## config.mk

```make
export PLATFORM = sky130hd
export DESIGN_NAME = ordered_value_list_core
export DESIGN_NICKNAME = d
export VERILOG_FILES = /design/src/rtl/ovl_pkg.sv /design/src/rtl/ovl_cell.sv /design/src/rtl/ordered_value_list_core.sv
export SDC_FILE = /design/constraint.sdc
export NUM_CORES = 1
export LEC_CHECK = 0
export BUFFER_PORTS_ARGS = -buffer_cell sky130_fd_sc_hd__buf_2
export CAP_MARGIN = 20
export CORE_MARGIN = 2
export CORE_UTILIZATION = 45
export CTS_BUF_LIST = sky130_fd_sc_hd__clkbuf_8 sky130_fd_sc_hd__clkbuf_16
export CTS_CLUSTER_SIZE = 8
export DETAILED_ROUTE_END_ITERATION = 6
export HOLD_SLACK_MARGIN = 0.02
export PLACE_DENSITY = 0.68
export SYNTH_ARGS = -nofsm -noshare
export SYNTH_HDL_FRONTEND = slang
export SYNTH_SLANG_ARGS = --single-unit
```

## constraint.sdc

```tcl
create_clock -name clk_i -period 14.74 [get_ports clk_i]
set_input_delay 1.474 -clock clk_i [delete_from_list [all_inputs] [get_ports clk_i]]
set_output_delay 1.474 -clock clk_i [all_outputs]
set_load 0.1 [all_outputs]
```

## src/rtl/ovl_pkg.sv

```systemverilog
package ovl_pkg;

  localparam int unsigned VAL_W     = 32;
  localparam int unsigned CMD_W     = 2;
  localparam int unsigned CNT_OUT_W = 5;

  typedef enum logic [CMD_W-1:0] {
    CMD_INS_FRONT = 2'd0,
    CMD_INS_BACK  = 2'd1,
    CMD_DELETE    = 2'd2,
    CMD_SEARCH    = 2'd3
  } cmd_e;

  typedef enum logic [1:0] {
    ST_IDLE,
    ST_CMP,
    ST_APPLY
  } state_e;

  typedef struct packed {
    cmd_e             op;
    logic [VAL_W-1:0] value;
    logic             cmp_en;
    logic             apply_en;
    logic             full;
    logic             found;
  } cell_ctl_t;

endpackage

```

## src/rtl/ovl_cell.sv

```systemverilog
module ovl_cell (
  input  logic                     clk_i,
  input  logic                     rst_ni,
  input  ovl_pkg::cell_ctl_t       ctl_i,
  input  logic                     below_i,
  input  logic                     tail_i,
  input  logic [ovl_pkg::VAL_W-1:0] prev_entry_i,
  input  logic [ovl_pkg::VAL_W-1:0] next_entry_i,
  input  logic                     prefix_i,
  output logic [ovl_pkg::VAL_W-1:0] entry_o,
  output logic                     prefix_o
);
  import ovl_pkg::*;

  logic [VAL_W-1:0] entry_q, entry_d;
  logic             hit_q, hit_d;

  always_comb begin
    entry_d = entry_q;
    hit_d   = hit_q;
    if (ctl_i.cmp_en) begin
      hit_d = below_i && (entry_q == ctl_i.value);
    end
    if (ctl_i.apply_en) begin
      case (ctl_i.op)
        CMD_INS_FRONT: begin
          if (!ctl_i.full) entry_d = prev_entry_i;
        end
        CMD_INS_BACK: begin
          if (!ctl_i.full && tail_i) entry_d = ctl_i.value;
        end
        CMD_DELETE: begin
          // this cell and everything behind the first match close the gap
          if (ctl_i.found && (prefix_i || hit_q)) entry_d = next_entry_i;
        end
        default: begin
        end
      endcase
    end
  end

  always_ff @(posedge clk_i) begin
    entry_q <= entry_d;
  end

  always_ff @(posedge clk_i or negedge rst_ni) begin
    if (!rst_ni) begin
      hit_q <= 1'b0;
    end else begin
      hit_q <= hit_d;
    end
  end

  assign entry_o  = entry_q;
  assign prefix_o = prefix_i | hit_q;

endmodule

```

## src/rtl/ordered_value_list_core.sv

```systemverilog
// Ordered list of up to CAPACITY signed 32-bit values, front at position 0.
// Commands: insert front, insert back, delete first match, search; each request
// returns one result with success, entry count (low 5 bits) and an empty flag.
// Inserts into a full list are refused with success 0. A request goes through
// accept, compare in every cell and apply the shift, and one request is in work at
// a time; the registered per-cell match bits and the first-match chain along the
// cells set these steps. The result sits in an output register, so the next
// request is accepted while the previous result is still stalled.
module ordered_value_list_core #(
  parameter int unsigned CAPACITY = 16
) (
  input  logic                          clk_i,
  input  logic                          rst_ni,
  input  logic                          in_valid_i,
  output logic                          in_stall_o,
  input  logic [ovl_pkg::CMD_W-1:0]     in_cmd_i,
  input  logic signed [ovl_pkg::VAL_W-1:0] in_value_i,
  output logic                          out_valid_o,
  input  logic                          out_stall_i,
  output logic                          out_success_o,
  output logic [ovl_pkg::CNT_OUT_W-1:0] out_entry_count_o,
  output logic                          out_list_empty_o
);
  import ovl_pkg::*;

  localparam int unsigned CNT_W = $clog2(CAPACITY + 1);

  state_e             state_q, state_d;
  cmd_e               cmd_q;
  logic [VAL_W-1:0]   value_q;
  logic [CNT_W-1:0]   count_q, count_d;
  logic               out_valid_q, out_valid_d;
  logic               success_q;
  logic [CNT_OUT_W-1:0] ocount_q;
  logic               oempty_q;

  logic               accept;
  logic               cmp_en, apply_en;
  logic               full, found, ok;
  cell_ctl_t          ctl;
  logic [CNT_W+CNT_OUT_W-1:0] cnt_wide;

  logic [VAL_W-1:0]   entry [CAPACITY];
  logic [CAPACITY:0]  prefix;

  assign in_stall_o = (state_q != ST_IDLE);
  assign accept     = in_valid_i && !in_stall_o;
  assign full       = (count_q == CNT_W'(CAPACITY));
  assign found      = prefix[CAPACITY];
  assign prefix[0]  = 1'b0;

  always_comb begin
    state_d     = state_q;
    cmp_en      = 1'b0;
    apply_en    = 1'b0;
    out_valid_d = out_valid_q && out_stall_i;
    case (state_q)
      ST_IDLE: begin
        if (accept) state_d = ST_CMP;
      end
      ST_CMP: begin
        cmp_en  = 1'b1;
        state_d = ST_APPLY;
      end
      ST_APPLY: begin
        if (!out_valid_q || !out_stall_i) begin
          apply_en    = 1'b1;
          out_valid_d = 1'b1;
          state_d     = ST_IDLE;
        end
      end
      default: state_d = ST_IDLE;
    endcase
  end

  always_comb begin
    count_d = count_q;
    ok      = 1'b0;
    case (cmd_q)
      CMD_INS_FRONT, CMD_INS_BACK: begin
        ok = !full;
        if (!full) count_d = count_q + CNT_W'(1);
      end
      CMD_DELETE: begin
        ok = found;
        if (found) count_d = count_q - CNT_W'(1);
      end
      default: ok = found;
    endcase
  end

  assign cnt_wide = {{CNT_OUT_W{1'b0}}, count_d};

  assign ctl.op       = cmd_q;
  assign ctl.value    = value_q;
  assign ctl.cmp_en   = cmp_en;
  assign ctl.apply_en = apply_en;
  assign ctl.full     = full;
  assign ctl.found    = found;

  for (genvar g = 0; g < CAPACITY; g++) begin : g_cell
    logic [VAL_W-1:0] prev_entry, next_entry;
    if (g == 0) begin : g_head
      assign prev_entry = value_q;
    end else begin : g_mid
      assign prev_entry = entry[g-1];
    end
    if (g == CAPACITY - 1) begin : g_last
      assign next_entry = entry[g];
    end else begin : g_inner
      assign next_entry = entry[g+1];
    end
    ovl_cell u_cell (
      .clk_i        (clk_i),
      .rst_ni       (rst_ni),
      .ctl_i        (ctl),
      .below_i      (CNT_W'(g) < count_q),
      .tail_i       (CNT_W'(g) == count_q),
      .prev_entry_i (prev_entry),
      .next_entry_i (next_entry),
      .prefix_i     (prefix[g]),
      .entry_o      (entry[g]),
      .prefix_o     (prefix[g+1])
    );
  end

  always_ff @(posedge clk_i or negedge rst_ni) begin
    if (!rst_ni) begin
      state_q     <= ST_IDLE;
      count_q     <= '0;
      out_valid_q <= 1'b0;
    end else begin
      state_q     <= state_d;
      out_valid_q <= out_valid_d;
      if (apply_en) count_q <= count_d;
    end
  end

  always_ff @(posedge clk_i) begin
    if (accept) begin
      cmd_q   <= cmd_e'(in_cmd_i);
      value_q <= in_value_i;
    end
    if (apply_en) begin
      success_q <= ok;
      ocount_q  <= cnt_wide[CNT_OUT_W-1:0];
      oempty_q  <= (count_d == '0);
    end
  end

  assign out_valid_o       = out_valid_q;
  assign out_success_o     = success_q;
  assign out_entry_count_o = ocount_q;
  assign out_list_empty_o  = oempty_q;

endmodule

```

After elaboration in Yosys (flattened, before gate mapping)
Index checks and enable logic that the tools add are counted.
- bits in registers: 577
- output and inout bits: 9
- logic and storage cells: 311
- $add $sub $neg: 2
- magnitude comparators: 16
- equal/unequal tests: 70
- multiplexer cells: 75
- bitwise logic cells: 15
- reductions and logical operators: 93
- operator list (cell ; number):
    2-to-1 mux 32 bit ; 47
    case mux 32 bit (3 select lines) ; 15
    equality test 32 bit ; 16
    AND reduction 5 bit ; 15
    case mux 32 bit (2 select lines) ; 1
    != test 2 x 1 -> 1 bit (second input constant) ; 31
    logical AND 1 bit ; 49
    equality test 4 x 5 -> 1 bit (first input constant) ; 8
    < comparator 4 x 5 -> 1 bit (first input constant) ; 8
    equality test 3 x 5 -> 1 bit (first input constant) ; 4
    < comparator 3 x 5 -> 1 bit (first input constant) ; 4
    logical OR 1 bit ; 15
    OR 1 bit ; 15
    equality test 2 x 5 -> 1 bit (first input constant) ; 2
    logical NOT 5 bit ; 2
    < comparator 1 x 5 -> 1 bit (first input constant) ; 2
    < comparator 2 x 5 -> 1 bit (first input constant) ; 2
    2-to-1 mux 5 bit ; 2
    case mux 5 bit (2 select lines) ; 1
    2-to-1 mux 1 bit ; 6
    != test 2 bit (second input constant) ; 3
    case mux 2 bit (3 select lines) ; 1
    adder 5 x 1 -> 5 bit (second input constant) ; 1
    equality test 1 x 5 -> 1 bit (first input constant) ; 1
    other kinds (12) ; 20

Longest topological paths before layout
Gate-level depths: netlist (run 1).
- depth after elaboration: 18
- mapped depth: 9

By module
Synthesis (run 1) repeated with hierarchy kept, for this count alone.
- cells, all modules: 3386
- area total of the unflattened synthesis: 34373.0 um2
- by module, submodules not included (module ; times used ; cells an instance ; area an instance (um2)):
    ovl_cell at g_cell[0].u_cell ... ; 15 ; 202 ; 2014.4
    ordered_value_list_core ; 1 ; 154 ; 2140.8
    ovl_cell at g_cell[9].u_cell ; 1 ; 202 ; 2015.7

Least setup slack after synthesis (run 1)
OpenSTA, ideal clock, no wires.
- kind: input port to flip-flop
- from: input out_stall_i
- to: register g_cell[12].u_cell.entry_q[0] (enable)
- arrival time: 4644 ps
- path slack: 9626 ps
- stages: 6
- cell sequence: nand2_1 > nand2b_1 > a21oi_1 > o21ai_1 > clkbuf_1 > a211oi_1
- cells in the longest elaborated chain, start to end: 5
- ends and longest elaborated chain (what ; RTL line ; source):
    start, declared ; ordered_value_list_core.sv:19 ; input logic out_stall_i,
    logical NOT 1 bit ; ordered_value_list_core.sv:66 ; if (!out_valid_q || !out_stall_i) begin
    logical OR 1 bit ; ordered_value_list_core.sv:66 ;
    2-to-1 mux 1 bit ; ordered_value_list_core.sv:66 ;
    2-to-1 mux 1 bit ; ordered_value_list_core.sv:57 ; case (state_q)
    AND reduction 5 bit (no source line) ; -- ;
    end signal, assigned ; ovl_cell.sv:43 ; entry_q <= entry_d;
    end, declared ; ovl_cell.sv:15 ; logic [VAL_W-1:0] entry_q, entry_d;
No other way between the ends.
A chain may end at the register's enable or synchronous reset.

Final worst setup path (run 1)
- from: register cmd_q[0]
- to: register g_cell[13].u_cell.entry_q[27] (enable)
- cells in the longest elaborated chain, start to end: 3
- elaborated cells on any way between the ends: 8
- those cells by class: 5 x eq/ne; 3 x reduce/logical
- ends and longest elaborated chain (what ; RTL line ; source):
    start, declared ; ordered_value_list_core.sv:29 ; cmd_e cmd_q;
    start signal, assigned ; ordered_value_list_core.sv:141 ; cmd_q <= cmd_e'(in_cmd_i);
    equality test 2 bit, or another cell as far along ; ovl_cell.sv:25 ; case (ctl_i.op)
    != test 2 x 1 -> 1 bit (no source line), or another cell as far along ; -- ;
    AND reduction 5 bit (no source line) (*) ; -- ;
    end signal, assigned ; ovl_cell.sv:43 ;
    end, declared ; ovl_cell.sv:15 ;
Mark *: on every way between the ends. The rest lies on a longest branch, timed or not.

==> results of run 1 <==
## flip-flops by register name (all words and copies together), names as in the netlist
register	cells
out_success_o	1
g_cell.prev_entry	32
cmd_q	2
out_list_empty_o	1
count_q	5
out_valid_o	1
g_cell.u_cell.hit_q	16
g_cell.u_cell.entry_o	512
out_entry_count_o	5
state_q	2
## placed cells by master, fill, tap and decap left out, types with 3 or more instances in the layout
| cell | Yosys | routed |
|---|---|---|
| edfxtp_1 | 553 | 553 |
| ha_4 | 0 | 3 |
| inv_1 | 19 | 58 |
| nor4_1 | 84 | 84 |
| nand3_1 | 16 | 16 |
| a2111oi_0 | 4 | 4 |
| clkbuf_16 | 0 | 84 |
| o31ai_1 | 5 | 5 |
| o21ai_0 | 19 | 19 |
| a21boi_2 | 0 | 3 |
| a221oi_4 | 0 | 3 |
| buf_2 | 0 | 46 |
| a211oi_4 | 0 | 4 |
| a21oi_1 | 460 | 460 |
| nand2b_1 | 6 | 6 |
| nand4_1 | 65 | 65 |
| nor3_2 | 0 | 5 |
| a32o_1 | 4 | 4 |
| buf_12 | 0 | 3 |
| ha_1 | 9 | 6 |
| nand2_1 | 489 | 489 |
| a21boi_1 | 0 | 29 |
| nor2_4 | 0 | 4 |
| nor3_1 | 27 | 22 |
| a31oi_1 | 7 | 7 |
| buf_4 | 0 | 80 |
| nor2_1 | 471 | 467 |
| mux2_2 | 62 | 62 |
| inv_6 | 0 | 3 |
| xor2_1 | 310 | 310 |
| or2_2 | 4 | 4 |
| xnor2_1 | 198 | 198 |
| dfrtp_1 | 24 | 24 |
## worst reg2reg max path, stage by stage, from the launching register on
cell	delay, ns
edfxtp_1	0.46
inv_1	0.20
ha_4	0.77
inv_2	0.30
nor4_1	0.75
nor3b_1	0.74
nand2_1	0.28
nor3_1	0.34
a211oi_4	0.20
buf_4	0.34
## per-layer routing
metal	track usage	share of wire	up-vias
li1	-	-	10900
met1	0.382	0.40	11300
met2	0.417	0.44	1463
met3	0.0378	0.091	246
met4	0.167	0.068	0
met5	0	0	-
## path summary, 6_finish.rpt
kind | start | to | slack, ns | cells past startpoint
worst max-delay path | cmd_q[0]$_DFFE_PP_ | g_cell[13].u_cell.entry_o[27]$_DFFE_PP_ | 10.09 | 9
worst min-delay path | out_valid_o$_DFF_PN0_ | out_valid_o$_DFF_PN0_ | 0.51 | 2
worst max register to register | cmd_q[0]$_DFFE_PP_ | g_cell[13].u_cell.entry_o[27]$_DFFE_PP_ | 10.09 | 9
worst min register to register | out_valid_o$_DFF_PN0_ | out_valid_o$_DFF_PN0_ | 0.51 | 2
max in group asynchronous | rst_ni | g_cell[4].u_cell.hit_q$_DFFE_PN0N_ | 13.35 | 1
min in group asynchronous | rst_ni | count_q[3]$_DFFE_PN0P_ | 0.90 | 1
## final cells by class
class | count | area share
clock buffers | 84 | 0.0599
clock inverters | 45 | 0.00621
inverters | 20 | 0.00214
multi-input cells | 2310 | 0.382
flip-flops and latches | 577 | 0.490
well taps | 931 | 0.0332
repair buffers | 130 | 0.0257
## synth_stat cells (4+ instances only)
master and count:
edfxtp_1 553, nand2_1 489, nor2_1 471, a21oi_1 460
xor2_1 310, xnor2_1 198, clkbuf_1 175, nor4_1 84
nand4_1 65, mux2_2 62, buf_1 48, a21boi_0 32
nor3_1 27, dfrtp_1 24, inv_1 19, o21ai_0 19
nand3_1 16, ha_1 9, a31oi_1 7, a211oi_1 6
nand2b_1 6, o31ai_1 5, a2111oi_0 4, a221oi_1 4
a32o_1 4, or2_2 4
## cell families after synthesis
family | share of synthesized area
AND/OR/NAND/NOR | 0.158
multiplexers | 0.0223
flip-flops | 0.549
buffers and inverters | 0.0291
XOR/XNOR | 0.142
adder cells (fa/ha/maj) | 0.00360
AO/OA/AOI/OAI | 0.0957
## power breakdown
| part | internal (mW) | total (mW) | leakage [nW] | switching, mW |
|---|---|---|---|---|
| registers | 2.12 | 2.28 | 5.37 | 0.160 |
| logic | 0.477 | 1.56 | 5.35 | 1.09 |
| clock network | 1.01 | 1.73 | 1.28 | 0.718 |
| total | 3.61 | 5.57 | 12.0 | 1.96 |
## per-stage QoR
stage	setup WS [ns]	hold slack, ns	area (µm²)	utilization	power (mW)
6_report	10.09	0.510	35100	0.511	5.57
5_1_grt	9.79	0.548	35100	0.511	5.76
4_1_cts	10.21	0.500	35000	0.510	5.54
3_5_place_dp	10.22	0.484	32700	0.476	3.82
3_3_place_gp	10.23	0.483	32700	0.475	3.79
2_1_floorplan	9.63	0.450	31300	-	3.27
==> impl_results.md, run 1 <==
* Outcome: completed
* PostCTS Resize Cnt at 0
* Final wirelength at 100000 µm
* Hold Buf Count CTS at 0
* Max Cap Viol at 0
* Layout cells sized above 1 at 0.101
* Top post-synthesis cells by area: edfxtp_1 53%, xor2_1 8.7%, a21oi_1 7.3%
* Clock Latency Late Sink at 0.64 ns
* Vias in the first global route at 22000
* Worst Setup End Kind: register
* Worst-path fanout max at 80
* Ports at 47
* Layout net count at 3168
* TritonRoute pass-1 iters at 6
* Non-filler cells, final at 4097
* Yosys warns at 0
* Cells after synthesis at 3130
* Post-DP HPWL at 71800 µm
* Critical Setup Path Class: register to register
* Clock Sink Count at 577
* Seq/Total Area, Yosys at 0.549
* Share of the synthesized area in the top cell type at 0.530
* Total core area at 68700 µm²
* Initial core utilization at 0.456
* Initial antenna violation count at 0
* Wire length per cell at 24.5 µm
* Largest net degree at the start of global routing at 237
* Placer congestion estimate at 1.00
* Area Overhead vs Synth at 12.0%
* Setup TNS at 0 ns
* Die Width at 268 µm
* Final Hold Fails at 0
* Max IR drop VDD at 0.0836 mV
* Cell Rows at 96
* Port Buffers at 46
* Tcrit/Tclk final at 0.316
* Mapped Nets at 3177
* Commonest register cell after synthesis: edfxtp_1
* Num CTS Buffers at 82
* Antenna diodes at 0
* Minimum period implied by the final worst setup slack at 4.65 ns
* Synth Register Bits at 577
* First-pass GRT wire length at 146000 µm
* Area of the multi-input gates at 13400 µm²
* Die footprint at 71700 µm²
* Maximum clock frequency at 215 MHz
* Routed Antenna Nets at 0
* Buf/Inv on CP at 3
* Cell area power density at 159 nW/µm²
* Critical path arrival at 5.00 ns
* Asr flop ratio synth at 0.0416
* HP Class: register to register
* Post-synth EDFFs at 553
* Remaining DRCs at 0
* Synth unique cells at 51
* Leakage at 12.0 nW
* Max Root-Sink Buffers at 3
* Via/cell ratio at 5.83
* Unrepaired setup endpoints after global routing: no
* Crit-path cells: inv_1 -> ha_4 -> inv_2 -> nor4_1 -> nor3b_1 -> nand2_1 -> nor3_1 -> a211oi_4 -> buf_4
* CP top delay family: simple AND/OR/NAND/NOR gates
* Setup violators final at 0
* CTS tree: built
* GRT overflow at 0
* Mapped cell area at 31300 µm²
* Die height at 268 µm
* All-layer global routing usage at 0.277
* Fillers at 6232
* Vias at 23900
* Synth area leader: edfxtp_1
* Worst-path clk slew at 0.05 ns
* Post-Syn Area per Cell at 10.0 µm²
* Htree depth at 3
* Root buffer cell: clkbuf_16
* Slew @ Worst Pin at 1.18 ns
* CP max-delay cell: ha_4
* Relative slew slack at 0.211
* Final Max Tran Viols at 0
* Crit path largest cell delay at 0.77 ns
* Iter 0 DRT Violations at 3794
* Storage cell area at 17200 µm²
* Clock skew at 0.0294 ns
* Placed cell count at 3961
* Worst Path Required at 15.09 ns
* Post-CTS setup buffers at 0
* CP Launch Type: register
(Power assumes the default switching activity.)
==> run 2, diff against run 1 <==
Settings changed: PLACE_DENSITY 0.68 to 0.71.
Clock period 14.74 ns to 4.15 ns, I/O delays scaled along.
==> run 2 against run 1 <==
Effect of this change: register-to-register slack lost 9.3 ns; global-route usage is 0.46 points higher; critical path depth decreased by 2; non-clock buffer count increased by 55; count of clock-buffer cells in the layout decreased by 2; clock power grew to 3.5 times the previous value; cell area increased by 1.5%; worst hold slack worse by 0.47 ns; die area unchanged; worst setup slack got worse by 9.3 ns; combinational power grew to 3.6 times the previous value.
==> impl_results.md, run 2 (synthesis gave the netlist of run 1 again) <==
* Clock skew at 0.0307 ns (+0.00128 ns)
* Int Power at 12.8 mW (+260%)
* Cell area power density at 559 nW/µm² (+250%)
* Wire length per cell at 24.4 µm (-0.36%)
* Post-DP HPWL at 74000 µm (+3.0%)
* Setup violators final at 0 (unchanged)
* Max Root-Sink Buffers at 3 (unchanged)
* Slew @ Worst Pin at 1.15 ns (-0.0337 ns)
* Leakage at 12.3 nW (+2.8%)
* HP Class: input port to register
* Min Hold Slack at 0.0385 ns (-0.471 ns)
* Vias in the first global route at 22400 (+1.5%)
* Htree depth at 3 (unchanged)
* Die footprint at 71700 µm² (unchanged)
* Ports at 47 (unchanged)
* Largest net degree at the start of global routing at 209 (-12%)
* Layout cells sized above 1 at 0.103 (+0.00199)
* Non-filler cells, final at 4172 (+1.8%)
* CP max-delay cell: nor2_4
* Maximum clock frequency at 301 MHz (+40%)
* Max Cap Viol at 0 (unchanged)
* Remaining DRCs at 0 (unchanged)
* Sequential Power Share at 0.416 (+0.007)
* Die Width at 268 µm (unchanged)
* Final Hold Fails at 0 (unchanged)
* Critical Setup Path Class: register to register
* Layout net count at 3223 (+1.7%)
* Final wirelength at 102000 µm (+1.5%)
* Routed Antenna Nets at 0 (unchanged)
* All-layer global routing usage at 0.282 (+0.00463)
* Vias at 24300 (+1.6%)
* Worst-path fanout max at 32 (-60%)
* Relative slew slack at 0.234 (+0.0225)
* CTS tree: built
* Final instance area at 35600 µm² (+1.5%)
* First-pass GRT wire length at 148000 µm (+1.6%)
* Most frequent cells in the layout: 553 x edfxtp_1, 489 x nand2_1, 467 x nor2_1
* Area Overhead vs Synth at 13.7%
* Clock Latency Late Sink at 0.63 ns (about the same)
* Total design power at 19.9 mW (+260%)
* Cell Rows at 96 (unchanged)
* Antenna diodes at 0 (unchanged)
* Total core area at 68700 µm² (unchanged)
* Via/cell ratio at 5.82 (-0.22%)
* Placed Area at 32900 µm² (+0.65%)
* Unrepaired setup endpoints after global routing: no
* Worst Setup End Kind: register
* Outcome: completed
* Switch share at 0.355 (+0.00294)
* Final core area utilization at 0.519 (+0.00787)
* Flip-flop count of the largest register after layout at 512 (unchanged)
* Buf/Inv on CP at 2 (-1)
* CP Launch Type: register
* Net Sw Power at 7.07 mW (+260%)
* Crit path largest cell delay at 0.74 ns (-0.03 ns)
* Critical path arrival at 3.55 ns (-1.45 ns)
* Clock share of power at 0.305 (-0.006)
* Most common cell after layout, fill and taps aside: edfxtp_1
* Crit-path cells: inv_1 -> ha_1 -> and4bb_2 -> a21oi_1 -> o21ai_2 -> buf_4 -> nor2_4
* Placer congestion estimate at 1.09 (+9.1%)
* Tcrit/Tclk final at 0.800 (+0.485)
* Clock Sink Count at 577 (unchanged)
* Placed cell count at 3987 (+0.66%)
* Minimum period implied by the final worst setup slack at 3.32 ns (-1.33 ns)
* Worst Path Required at 4.38 ns (-10.71 ns)
* Iter 0 DRT Violations at 4181 (+10%)
* Final Max Tran Viols at 0 (unchanged)
* Max IR drop VDD at 0.429 mV (+410%)
* PostCTS Resize Cnt at 0 (unchanged)
* Port Buffers at 46 (unchanged)
* Die height at 268 µm (unchanged)
* CP top delay family: simple AND/OR/NAND/NOR gates
* Initial antenna violation count at 0 (unchanged)
* GRT overflow at 0 (unchanged)
* Root buffer cell: clkbuf_16
* Initial core utilization at 0.456 (unchanged)
* TritonRoute pass-1 iters at 6 (unchanged)
* Worst-path clk slew at 0.06 ns (about the same)
* Num CTS Buffers at 82 (unchanged)
* Comb pwr share at 0.280 (about the same)
-- run 2: cell types whose count changed in the layout (fill, tap and decap cells not counted), moves of 2 or more --
cell / delta
clkbuf_16: -2
dlygate4sd3_1: +35
inv_1: +24
buf_4: +18
a21boi_1: +2
buf_12: +3
a21boi_2: -3
-- run 2: area by class of cell --
| cell class | count | area, µm² |
|---|---|---|
| flip-flops and latches | 577 | 17200 |
| well taps | 931 | 1160 |
| clock inverters | 67 | 279 |
| clock buffers | 82 | 2050 |
| repair buffers | 185 | 1440 |
| inverters | 20 | 75.1 |
| multi-input cells | 2310 | 13400 |
| fillers | 6258 | 33100 |
-- run 2: repair_timing --
action,in CTS,in global routing
endpoints found under the hold margin,58,0
setup buffers,0,0
hold buffers,35,0
-- run 2: tightest hold or removal path: cells and delay by family --
family,cells,cell delay [ns]
simple gates,2,0.12
buf+inv,1,0.08
-- run 2: path summary, 6_finish.rpt --
path	start	endpoint	slack [ns]	cells after the start
worst max-delay path	count_q[1]$_DFFE_PN0P_	g_cell[11].u_cell.entry_o[13]$_DFFE_PP_	0.83	7
worst min-delay path	out_stall_i	out_valid_o$_DFF_PN0_	0.04	3
worst max register to register	count_q[1]$_DFFE_PN0P_	g_cell[11].u_cell.entry_o[13]$_DFFE_PP_	0.83	7
worst min register to register	out_valid_o$_DFF_PN0_	out_valid_o$_DFF_PN0_	0.50	2
max in group asynchronous	rst_ni	g_cell[3].u_cell.hit_q$_DFFE_PN0N_	3.20	2
min in group asynchronous	rst_ni	state_q[1]$_DFFE_PN0P_	0.44	2
-- run 2: power groups by stage --
stage	Clock [mW]	Sequential, mW	Combinational (mW)
floorplan	0	8.13	3.48
global placement	0	8.34	5.24
detailed placement	0	8.35	5.35
CTS	6.08	8.25	5.39
global route	6.34	8.33	5.91
finish	6.07	8.28	5.57
-- run 2: stage by stage --
step	setup slack, ns	TNS [ns]
CTS	0.925	0
global route	0.708	0
global placement	1.04	0
floorplan	-0.524	-143.35
finish	0.830	0
detailed placement	0.947	0
-- run 2: metal layers --
layer | up-vias | part of all wire | global-route usage
li1 | 11000 | - | -
met1 | 11400 | 0.40 | 0.403
met2 | 1575 | 0.42 | 0.400
met3 | 251 | 0.11 | 0.0520
met4 | 0 | 0.064 | 0.163
met5 | - | 0 | 0
